**src/hw/rtl/a_trous_dilated_circular_fir_row_assert.svh**
```systemverilog
// assertion macros shared by the rtl files
`ifndef A_TROUS_DILATED_CIRCULAR_FIR_ROW_ASSERT_SVH
`define A_TROUS_DILATED_CIRCULAR_FIR_ROW_ASSERT_SVH

`ifndef ASSERT_OFF
// clocked assertion, disabled while reset is high
`define AT_ASSERT(lbl, ck, rs, prop, msg) \
  lbl: assert property (@(posedge ck) disable iff (rs) prop) else $error(msg);
// clocked assertion, checked in every cycle
`define AT_ASSERT_NR(lbl, ck, prop, msg) \
  lbl: assert property (@(posedge ck) prop) else $error(msg);
`else
`define AT_ASSERT(lbl, ck, rs, prop, msg)
`define AT_ASSERT_NR(lbl, ck, prop, msg)
`endif

`endif

```
**src/hw/rtl/atdcf_pkg.sv**
```systemverilog
package atdcf_pkg;

  localparam int SAMPLE_W     = 16;
  localparam int TAP_W        = 16;
  localparam int OUT_W        = 20;
  localparam int OUT_TDATA_W  = 24;
  localparam int ROWLEN_W     = 11;
  localparam int SCALE_W      = 3;
  localparam int D_W          = 8;
  localparam int CFG_INDEX_W  = 3;
  localparam int CFG_DATA_W   = 16;
  localparam int NUM_REG_TAPS = 4;
  localparam int FRAC_BITS    = 14;
  localparam int ROUND_BIAS   = 8192;

  localparam logic [OUT_W-1:0] OUT_MAX = 20'h7FFFF;
  localparam logic [OUT_W-1:0] OUT_MIN = 20'h80000;

  // operation codes carried in tuser
  localparam logic OP_LOAD = 1'b0;
  localparam logic OP_EMIT = 1'b1;

  // register indexes
  localparam logic [CFG_INDEX_W-1:0] REG_ROW_LENGTH   = 3'd0;
  localparam logic [CFG_INDEX_W-1:0] REG_SCALE_SHIFT  = 3'd1;
  localparam logic [CFG_INDEX_W-1:0] REG_INVERSE_MODE = 3'd2;
  localparam logic [CFG_INDEX_W-1:0] REG_TAP_ZERO     = 3'd3;
  localparam logic [CFG_INDEX_W-1:0] REG_TAP_ONE      = 3'd4;
  localparam logic [CFG_INDEX_W-1:0] REG_TAP_TWO      = 3'd5;
  localparam logic [CFG_INDEX_W-1:0] REG_TAP_THREE    = 3'd6;

  typedef logic signed [TAP_W-1:0] tap_arr_t [NUM_REG_TAPS];

  // controller to datapath
  typedef struct packed {
    logic load;        // write sample, advance load position
    logic rem_start;   // start remainder pass
    logic rem_sel_d;   // remainder of dilation instead of emit position
    logic pos_direct;  // start index from emit position
    logic pos_rem;     // start index from remainder result
    logic d_direct;    // step from dilation
    logic d_rem;       // step from remainder result
    logic issue;       // read one tap sample
    logic round;       // register rounded, saturated sum
    logic push;        // move result to output register
  } cmd_t;

  // datapath to controller
  typedef struct packed {
    logic full;
    logic pos_wrap;
    logic d_wrap;
    logic rem_done;
    logic issue_last;
    logic mac_busy;
    logic out_free;
  } sts_t;

endpackage

```
**src/hw/rtl/atdcf_ctrl.sv**
```systemverilog
module atdcf_ctrl
  import atdcf_pkg::*;
(
  input  logic clk,
  input  logic rst,
  input  logic s_valid,
  input  logic op,
  output logic s_ready,
  input  sts_t sts,
  output cmd_t cmd
);

  typedef enum logic [5:0] {
    S_IDLE  = 6'b000001,
    S_RPOS  = 6'b000010,
    S_RD    = 6'b000100,
    S_TAPS  = 6'b001000,
    S_DRAIN = 6'b010000,
    S_DONE  = 6'b100000
  } state_t;

  state_t state;
  state_t state_next;

  assign s_ready = state == S_IDLE;

  always_comb begin
    cmd        = '0;
    state_next = state;
    unique case (state)
      S_IDLE: begin
        if (s_valid) begin
          if (op == OP_LOAD) begin
            cmd.load = 1'b1;
          end else if (sts.full) begin
            if (sts.pos_wrap) begin
              cmd.rem_start = 1'b1;
              state_next    = S_RPOS;
            end else begin
              cmd.pos_direct = 1'b1;
              if (sts.d_wrap) begin
                cmd.rem_start = 1'b1;
                cmd.rem_sel_d = 1'b1;
                state_next    = S_RD;
              end else begin
                cmd.d_direct = 1'b1;
                state_next   = S_TAPS;
              end
            end
          end
        end
      end
      S_RPOS: begin
        if (sts.rem_done) begin
          cmd.pos_rem = 1'b1;
          if (sts.d_wrap) begin
            cmd.rem_start = 1'b1;
            cmd.rem_sel_d = 1'b1;
            state_next    = S_RD;
          end else begin
            cmd.d_direct = 1'b1;
            state_next   = S_TAPS;
          end
        end
      end
      S_RD: begin
        if (sts.rem_done) begin
          cmd.d_rem  = 1'b1;
          state_next = S_TAPS;
        end
      end
      S_TAPS: begin
        cmd.issue = 1'b1;
        if (sts.issue_last) begin
          state_next = S_DRAIN;
        end
      end
      S_DRAIN: begin
        if (!sts.mac_busy) begin
          cmd.round  = 1'b1;
          state_next = S_DONE;
        end
      end
      S_DONE: begin
        if (sts.out_free) begin
          cmd.push   = 1'b1;
          state_next = S_IDLE;
        end
      end
      default: begin
        state_next = S_IDLE;
      end
    endcase
  end

  always_ff @(posedge clk) begin
    if (rst) begin
      state <= S_IDLE;
    end else begin
      state <= state_next;
    end
  end

endmodule

```
**config.mk**
```make
export PLATFORM = sky130hd
export DESIGN_NAME = atdcf_ctrl
export DESIGN_NICKNAME = d
export VERILOG_FILES = /design/src/hw/rtl/a_trous_dilated_circular_fir_row_assert.svh /design/src/hw/rtl/atdcf_pkg.sv /design/src/hw/rtl/atdcf_ctrl.sv
export SDC_FILE = /design/constraint.sdc
export NUM_CORES = 1
export LEC_CHECK = 0
export CAP_MARGIN = 10
export CORE_AREA = 4 4 41 43
export DETAILED_ROUTE_END_ITERATION = 6
export DIE_AREA = 0 0 45 47
export DONT_BUFFER_PORTS = 1
export PLACE_DENSITY = 0.6
export SLEW_MARGIN = 20
export SYNTH_ARGS = -nofsm -noshare
export SYNTH_HDL_FRONTEND = slang
export SYNTH_SLANG_ARGS = --single-unit
export TNS_END_PERCENT = 5
```
**constraint.sdc**
```tcl
create_clock -name clk -period 1.85 [get_ports clk]
set_input_delay 0.185 -clock clk [delete_from_list [all_inputs] [get_ports clk]]
set_output_delay 0.185 -clock clk [all_outputs]
set_load 0.1 [all_outputs]
```
== After elaboration in Yosys (flattened, before gate mapping) ==
Cells that the tools add are included.

* Reduce and logical (&&, ||, !) cells: 1
* Equal/unequal tests: 14
* Muxes and demuxes: 37

{| class="wikitable"
|+ Operator list
! kind !! number
|-
| $mux 6 || 8
|-
| $pmux 6 s6 || 1
|-
| $mux 1 || 17
|-
| $ne 2x2->1 const B || 7
|-
| $mux 4 || 3
|-
| $mux 2 || 4
|-
| $reduce_and 8->1 || 1
|-
| $eq 6x1->1 const B || 1
|-
| $eq 6x2->1 const B || 1
|-
| $eq 6x3->1 const B || 1
|-
| $eq 6x4->1 const B || 1
|-
| $eq 6x5->1 const B || 1
|-
| $eq 6x6->1 const B || 1
|-
| $mux 3 || 2
|-
| $pmux 2 s2 || 1
|-
| $ne 2x1->1 const B || 1
|-
| $pmux 1 s2 || 1
|}

* Word-level logic and storage cells: 53
* Output and inout bits: 11
* Input port bits: 11
* Register bits after elaboration: 6

== Longest topological paths before layout ==
Gate-level depths: netlist of run 1.

* Word-level depth: 6
* Depth in mapped cells: 6
* Depth with buffers taken out: 5

== Least setup slack after synthesis of run 1 ==
No wires, ideal clock.

* Path kind: reg-to-output
* Start point: register state[0]
* End point: output port cmd[4] (netlist name)
* Buffers on the path: 1
* Cell stages (with the launch flop): 7
* Slack: -1960 ps
* Arrival: 3625 ps
* Required time: 1665 ps
* Cells stage by stage: dfxtp_1 clkbuf_1 nor2b_1 nand3_1 nor2_1 nor2_1 nor2_1

{| class="wikitable"
|+ RTL lines
! element !! RTL line !! RTL
|-
| start: declaration || atdcf_ctrl.sv:22 || <nowiki>state_t state;</nowiki>
|-
| start signal: assignment || atdcf_ctrl.sv:100 || <nowiki>state <= state_next;</nowiki>
|-
| end: declaration || atdcf_ctrl.sv:10 || <nowiki>output cmd_t cmd</nowiki>
|}

==> impl_metrics.yaml, run 1 <==
outcome:
  status: "finished, violations left"
  failed_checks: "setup timing"
cells_and_area:
  final_common_cell: "buf_4"
  antenna_cells: 0
  fin_cells: 99
  fillers: 107
  finalNetCount: 97
  areaGrowthSynthToFinish_pct: 56.1
  reg.largest.list: "state x6"
  regMostFlops: "state"
  largest_register_ffs: 6
  fin_area_um2: 860
  layout_common_cells: "buf_4 (8), buf_12 (7), nor2_1 (5), nand2_1 (5), dfxtp_2 (4)"
  drive_above_1_share: 0.512
global_route:
  track_usage: 0.163
  grt_pass1_wl_um: 2460
  grt_antenna_before_repair: 0
  grt_max_degree: 12
  grt_pass1_vias: 577
  grt_overflow: 0
timing:
  fin_ws_ns: -0.0507
  hold_violations: 0
  holdWs_ns: 0.0258
  max_freq_mhz: 526
  slew_headroom: 0.750
  fin_crit_sh: 1.03
  period_needed_ns: 1.90
  drv_slew: 0
  rsz0062_at_grt: "true"
  tightestPinTransition_ns: 0.372
  fin_skew_ns: 0.00819
  setup_viol: 3
floorplan:
  rows: 13
  die_width_um: 45
  fp.coreArea_mm2: 0.00130
  ios: 22
  start_util: 0.423
  die_y_um: 47
  dieArea_mm2: 0.00212
clock_tree:
  post_cts_buffers: 0
  cts_tree: "yes"
  clock_latency_ns: 0.26
  clock-sinks: 6
  h-tree-depth: 1
  clockBufferDepth: 2
  path_clk_slew_ns: 0.05
  cts-root-buf: "clkbuf_4"
  cts_buffers: 3
synthesis:
  synth_ff_type: "dfxtp_1"
  synth_nets: 78
  ys_seq_area_frac: 0.218
  synth.distinct_cells: 36
  synth-edff-count: 0
  synth_cells: 67
  synth-async-reset-ratio: 0
  netlist_area_um2: 551
  syn_avg_cell_area_um2: 8.22
  yosysWarningCount: 0
  synth-seq-cells: 6
detailed_routing:
  drc_errors: 0
  drtPass1Iterations: 4
  drtIter0Drc: 6
  routedWlPerCell_um: 14.9
  ant_nets: 0
  vias: 583
  via_per_inst: 5.89
  totalWireLength_um: 1480
power_and_ir_drop:
  p_leak_uw: 0.000314
  clockPowerShare: 0.217
  p_per_area_mw_per_mm2: 698
  power_frac_seq: 0.277
  p_int_uw: 327
  power_frac_comb: 0.506
  peakVddDrop_uv: 489
  p_switching_uw: 273
  p_sw_frac: 0.455
setup_path:
  cp_max_fo: 5
  cp-start-kind: "flip-flop"
  worstSetupPathType: "flip-flop to output port"
  critPathRequiredTime_ns: 1.66
  critical_path_arrival_ns: 1.72
  reg2regPathDepth: 6
  path_cells: "nor4_4, nand4b_1, buf_4, a21oi_4, buf_12"
  cp_slowest_cell: "nor4_4"
  cpPeakStageDelay_ns: 0.39
  end_kind: "output port"
flow_run:
  maxCapViolations: 0
worst_hold_path:
  min_path_type: "primary input to flip-flop"
  holdPathStages: 2
placement:
  dp_hpwl_um: 1150
  numPortBuffers: 0
  finalWeightedCongestion: 0.907
  dp_cells: 95
  place_area_um2: 806
[synth_stat cells, types with 2 or more instances]
cell type  number  share of area
nor2_1          8          0.055
nand3_1         2          0.018
nand2_1         5          0.034
nor2b_1         2          0.023
o21ai_1         3          0.027
nand2b_1        2          0.023
nand3b_1        2          0.027
dfxtp_1         6           0.22
buf_6           3          0.061
a31oi_1         2          0.023
inv_1           3          0.020
nor4_2          2          0.045
a21oi_1         3          0.027
and3b_1         2          0.032
[stage by stage]
step / power [uW] / setup TNS, ns / worst slack, ns / utilization
floorplan: 401 / -1.61 / -0.420 / -
global placement: 457 / 0 / 0.0917 / 0.619
detailed placement: 461 / 0 / 0.104 / 0.619
CTS: 595 / -0.150 / -0.0645 / 0.646
global route: 628 / -0.364 / -0.119 / 0.661
finish: 600 / -0.109 / -0.0507 / 0.661
[power groups by stage]
stage          Combinational (uW)  Sequential [uW]  Clock [uW]
6_report                      304              166         130
5_1_grt                       319              169         140
4_1_cts                       298              163         134
3_5_place_dp                  296              164           0
3_3_place_gp                  292              165           0
2_1_floorplan                 255              147           0
[what timing repair did]
| item | 4_1_cts | 5_1_grt |
|---|---|---|
| endpoints found under the setup margin | 7 | 10 |
| hold buffers | 1 | 0 |
| endpoints found under the hold margin | 4 | 0 |
| resized for setup | 2 | 5 |
| pin swaps | 3 | 2 |
[worst max-delay path, delay by kind of cell (launching register included)]
kind | cells | cell delay (ns)
AND/OR/NAND/NOR | 2 | 0.62
buffers and inverters | 2 | 0.38
flip-flops | 1 | 0.33
AO/OA/AOI/OAI | 1 | 0.13
[cell type report]
cell class / count / area (um2) / area share
multi-input combinational: 54 / 442 / 0.514
timing repair buffer: 18 / 233 / 0.271
sequential: 6 / 125 / 0.146
clock buffer: 3 / 22.5 / 0.0262
inverter: 3 / 18.8 / 0.0218
tap: 15 / 18.8 / 0.0218
[logic make-up after synthesis]
logic type	after synthesis	synth area share
buffers and inverters	7	0.0886
AOI/OAI and AO/OA	12	0.161
xor gates and xnor gates	1	0.0159
and+or+nand+nor	40	0.498
DFF	6	0.218
muxes	1	0.0182
[worst paths after layout]
| path | startpoint | end | slack (ns) |
|---|---|---|---|
| max | state[4] | cmd[8] | -0.05 |
| min | rst | state[0] | 0.03 |
| max reg2reg | state[4] | state[3] | 0.09 |
| min reg2reg | state[5] | state[0] | 0.61 |
[metal layers]
metal,wire [um],share of wire,track usage,vias up
met2,643,0.44,0.229,13
met1,716,0.48,0.219,283
met4,21,0.014,0.0702,0
li1,-,-,-,283
met3,96,0.065,0.0651,4
met5,0,0,0,-
No activity file was read; power rests on OpenSTA's default activity.
==> inputs of run 2 (changes only) <==
--- a/config.mk
+++ b/config.mk
@@ -6,11 +6,13 @@
 export NUM_CORES = 1
 export LEC_CHECK = 0
 export CAP_MARGIN = 10
-export CORE_AREA = 4 4 41 43
+export CELL_PAD_IN_SITES_DETAIL_PLACEMENT = 1
+export CELL_PAD_IN_SITES_GLOBAL_PLACEMENT = 2
+export CORE_MARGIN = 4
+export CORE_UTILIZATION = 32
 export DETAILED_ROUTE_END_ITERATION = 6
-export DIE_AREA = 0 0 45 47
 export DONT_BUFFER_PORTS = 1
-export PLACE_DENSITY = 0.6
+export PLACE_DENSITY = 0.77
 export SLEW_MARGIN = 20
 export SYNTH_ARGS = -nofsm -noshare
 export SYNTH_HDL_FRONTEND = slang
==> impl_metrics.yaml, run 2 (synthesis results as in run 1) <==
detailed_routing:
  drtPass1Iterations: 4
  totalWireLength_um: 1850
  drtIter0Drc: 6
  drc_errors: 0
  routedWlPerCell_um: 18.1
  ant_nets: 0
  vias: 584
  via_per_inst: 5.73
worst_hold_path:
  hold_end: "state[0]"
  min_path_type: "primary input to flip-flop"
  holdPathStages: 2
  hold_start: "rst"
clock_tree:
  h-tree-depth: 1
  cts_tree: "yes"
  cts_buffers: 3
  clockBufferDepth: 2
  clock-sinks: 6
  path_clk_slew_ns: 0.06
  cts-root-buf: "clkbuf_4"
  clock_latency_ns: 0.26
timing:
  drv_slew: 0
  rsz0062_at_grt: "true"
  fin_tns_setup_ns: -0.184
  fin_skew_ns: 0.0105
  fin_crit_sh: 1.04
  slew_headroom: 0.770
  max_freq_mhz: 518
  tightestPinTransition_ns: 0.342
  holdWs_ns: 0.0244
  period_needed_ns: 1.93
  hold_violations: 0
  setup_viol: 3
  fin_ws_ns: -0.0793
cells_and_area:
  post-route-util: 0.575
  final_common_cell: "buf_4"
  largest_register_ffs: 6
  fin_area_um2: 896
  finalNetCount: 99
  drive_above_1_share: 0.558
  layout_common_cells: "buf_4 (9), buf_12 (7), nor2_1 (5), nand2_1 (5)"
  areaGrowthSynthToFinish_pct: 62.7
  reg.largest.list: "state x6"
  fillers: 177
  regMostFlops: "state"
  antenna_cells: 0
flow_run:
  maxCapViolations: 0
power_and_ir_drop:
  p_leak_uw: 0.000324
  peakVddDrop_uv: 405
  p_per_area_mw_per_mm2: 685
floorplan:
  die_width_um: 49.5
  dieArea_mm2: 0.00245
  rows: 14
  die_y_um: 49.5
  ios: 22
  fp.coreArea_mm2: 0.00156
  start_util: 0.353
placement:
  dp_hpwl_um: 1310
  numPortBuffers: 0
  place_area_um2: 792
  dp_slack_ns: 0.105
  finalWeightedCongestion: 0.758
setup_path:
  r2r_setup_slack_ns: 0.07
  worstSetupPathType: "flip-flop to output port"
  reg2regPathDepth: 6
  cp-start-kind: "flip-flop"
  r2r-start: "state[4]"
  r2r_end: "state[3]"
  critical_path_arrival_ns: 1.74
  critPathRequiredTime_ns: 1.66
  cp_max_fo: 5
  end_kind: "output port"
global_route:
  grt_max_degree: 12
  grt_overflow: 0
  grt_antenna_before_repair: 0
  track_usage: 0.159
  grt_pass1_wl_um: 2930
  grt_pass1_vias: 583
outcome:
  status: "finished, violations left"
  failed_checks: "setup timing"
run 2: cell count changes in the layout (fill, tap and decap cells not counted), sizes merged:
cell / change
buf: +2
run 2: layout make-up:
type                            instances  area (um2)  area share
Clock buffer                            3        22.5      0.0251
Inverter                                3        18.8      0.0209
Multi-Input combinational cell         54         448       0.500
Sequential cell                         6         131       0.147
Tap cell                               16        20.0      0.0223
Timing Repair Buffer                   20         255       0.285
run 2: through the flow:
step           total power [uW]  instances
2_1_floorplan               401         67
3_3_place_gp                461         94
3_5_place_dp                464         94
4_1_cts                     608        101
5_1_grt                     644        102
6_report                    613        102
run 2: where the power goes:
group | switching, uW | total [uW] | leakage, uW | internal, uW
registers | 21.2 | 159 | 0.0000510 | 138
clock network | 57.6 | 132 | 0.0000138 | 74.1
logic | 202 | 323 | 0.000259 | 121
total | 281 | 613 | 0.000324 | 332
run 2: how the worst max path moves through the flow:
stage	to	slack [ns]	startpoint	depth (start not counted)
CTS	cmd[8]	-0.09	state[2]	5
global placement	state[3]	0.13	state[2]	5
finish	cmd[8]	-0.08	state[4]	5
floorplan	cmd[8]	-0.42	state[4]	5
global route	cmd[8]	-0.18	state[4]	5
detailed placement	cmd[8]	0.10	state[3]	5
run 2: repair_timing:
item	CTS	global route
hold buffers	1	0
pin swaps	3	4
endpoints found under the setup margin	8	11
setup buffers	3	1
hold endpoints to repair	4	0
resized for setup	8	6
run 2: critical path: stages, from the launching register on:
cell and delay (ns):
dfxtp_4 0.35, nor4_4 0.39, nand4b_1 0.23, buf_4 0.20, a21oi_4 0.14, buf_12 0.19
run 2: per-layer routing:
metal / vias to the layer above / track usage / wire, um
met5: - / 0 / 0
met4: 0 / 0.0599 / 36
met3: 4 / 0.0542 / 62
met2: 13 / 0.263 / 949
met1: 282 / 0.188 / 801
li1: 285 / - / -
==> inputs of run 3 (changes only) <==
--- a/config.mk
+++ b/config.mk
@@ -10,6 +10,7 @@
 export CELL_PAD_IN_SITES_GLOBAL_PLACEMENT = 2
 export CORE_MARGIN = 4
 export CORE_UTILIZATION = 32
+export CTS_BUF_LIST = sky130_fd_sc_hd__clkbuf_16
 export DETAILED_ROUTE_END_ITERATION = 6
 export DONT_BUFFER_PORTS = 1
 export PLACE_DENSITY = 0.77
==> impl_metrics.yaml, run 3 (synthesis results as in run 1) <==
global_route:
  grt_pass1_vias: 607
  grt_pass1_wl_um: 2990
  track_usage: 0.165
  grt_max_degree: 12
  grt_overflow: 0
  grt_antenna_before_repair: 0
timing:
  setup_viol: 3
  max_freq_mhz: 518
  fin_ws_ns: -0.0804
  slew_headroom: 0.704
  period_needed_ns: 1.93
  rsz0062_at_grt: "true"
  fin_skew_ns: 0.00209
  fin_crit_sh: 1.04
  tightestPinTransition_ns: 0.438
  hold_violations: 0
  drv_slew: 0
setup_path:
  cpPeakStageDelay_ns: 0.38
  cp_slowest_cell: "nor4_4"
  worstSetupPathType: "flip-flop to output port"
  critPathRequiredTime_ns: 1.66
  cp-start-kind: "flip-flop"
  path_cells: "nor4_4, nand4b_1, buf_4, a21oi_4, buf_12"
  critical_path_arrival_ns: 1.75
  cp_top_family: "simple AND/OR/NAND/NOR gates"
  cp_num_buf_inv: 2
  cp_max_fo: 6
  end_kind: "output port"
floorplan:
  die_y_um: 49.5
  rows: 14
  ios: 22
  die_width_um: 49.5
  fp.coreArea_mm2: 0.00156
  start_util: 0.353
  dieArea_mm2: 0.00245
outcome:
  failed_checks: "setup timing"
  status: "finished, violations left"
worst_hold_path:
  min_path_type: "primary input to flip-flop"
cells_and_area:
  fillers: 181
  fin_area_um2: 915
  areaGrowthSynthToFinish_pct: 66.1
  largest_register_ffs: 6
  regMostFlops: "state"
  reg.largest.list: "state x6"
  final_common_cell: "buf_4"
  antenna_cells: 0
  drive_above_1_share: 0.530
  layout_common_cells: "buf_4 (8), buf_12 (7), nor2_1 (5), nand2_1 (5), clkbuf_16 (3)"
  fin_cells: 99
  finalNetCount: 96
clock_tree:
  cts_tree: "yes"
  clock_latency_ns: 0.23
  clockBufferDepth: 2
  cts-root-buf: "clkbuf_16"
  clock-sinks: 6
  cts_buffers: 3
  hold_buffers: 0
  path_clk_slew_ns: 0.03
  h-tree-depth: 1
power_and_ir_drop:
  peakVddDrop_uv: 669
  p_per_area_mw_per_mm2: 912
  p_total_uw: 834
  p_leak_uw: 0.000331
detailed_routing:
  ant_nets: 0
  routedWlPerCell_um: 18.2
  totalWireLength_um: 1800
  drc_errors: 0
  vias: 578
  via_per_inst: 5.84
  drtPass1Iterations: 4
  drtIter0Drc: 7
placement:
  numPortBuffers: 0
  dp_cells: 94
  dp_slack_ns: 0.105
  place_area_um2: 792
  finalWeightedCongestion: 0.758
  dp_hpwl_um: 1310
flow_run:
  maxCapViolations: 0
-- run 3: path summary, 6_finish.rpt --
| check | start | endpoint | depth (start not counted) | slack, ns |
|---|---|---|---|---|
| setup / recovery | state[5] | cmd[8] | 5 | -0.08 |
| hold / removal | rst | state[4] | 1 | 0.01 |
| setup reg to reg | state[3] | state[3] | 5 | 0.10 |
| hold reg to reg | state[2] | state[4] | 3 | 0.60 |
-- run 3: power by group --
part | internal (uW) | switching (uW) | total, uW
combinational | 117 | 204 | 322
clock | 278 | 75.6 | 353
sequential | 138 | 20.9 | 159
total | 533 | 301 | 834
-- run 3: layer usage --
layer  vias up  share of wire  GRT usage
met1       278           0.44      0.194
met3         4          0.040     0.0422
met2        15           0.50      0.270
met5         -              0          0
met4         0          0.021     0.0922
li1        281              -          -
-- run 3: layout make-up --
cell class,count,area [um2],share of cell area
inverter,3,18.8,0.0205
sequential,6,130,0.142
clock buffer,3,75.1,0.0821
multi-input combinational,54,448,0.490
tap,16,20.0,0.0219
timing repair buffer,17,223,0.244
-- run 3: timing repair --
action,in CTS,in global routing
gates resized for setup,6,4
setup buffers,1,1
pin swaps,2,4
endpoints found under the setup margin,8,8
-- run 3: metrics by stage --
step	utilization	hold WS [ns]	TNS [ns]
after floorplan	-	0.254	-1.61
after global placement	0.508	0.257	0
after detailed placement	0.508	0.260	0
after CTS	0.571	0.0125	-0.235
after global routing	0.587	0.0105	-0.713
final	0.587	0.0148	-0.188
-- run 3: worst register-to-register path, stage by stage (launching register included) --
cell,delay (ns)
dfxtp_1,0.39
nor3_2,0.25
or4b_1,0.47
and4_4,0.25
a31oi_4,0.17
a21boi_2,0.17
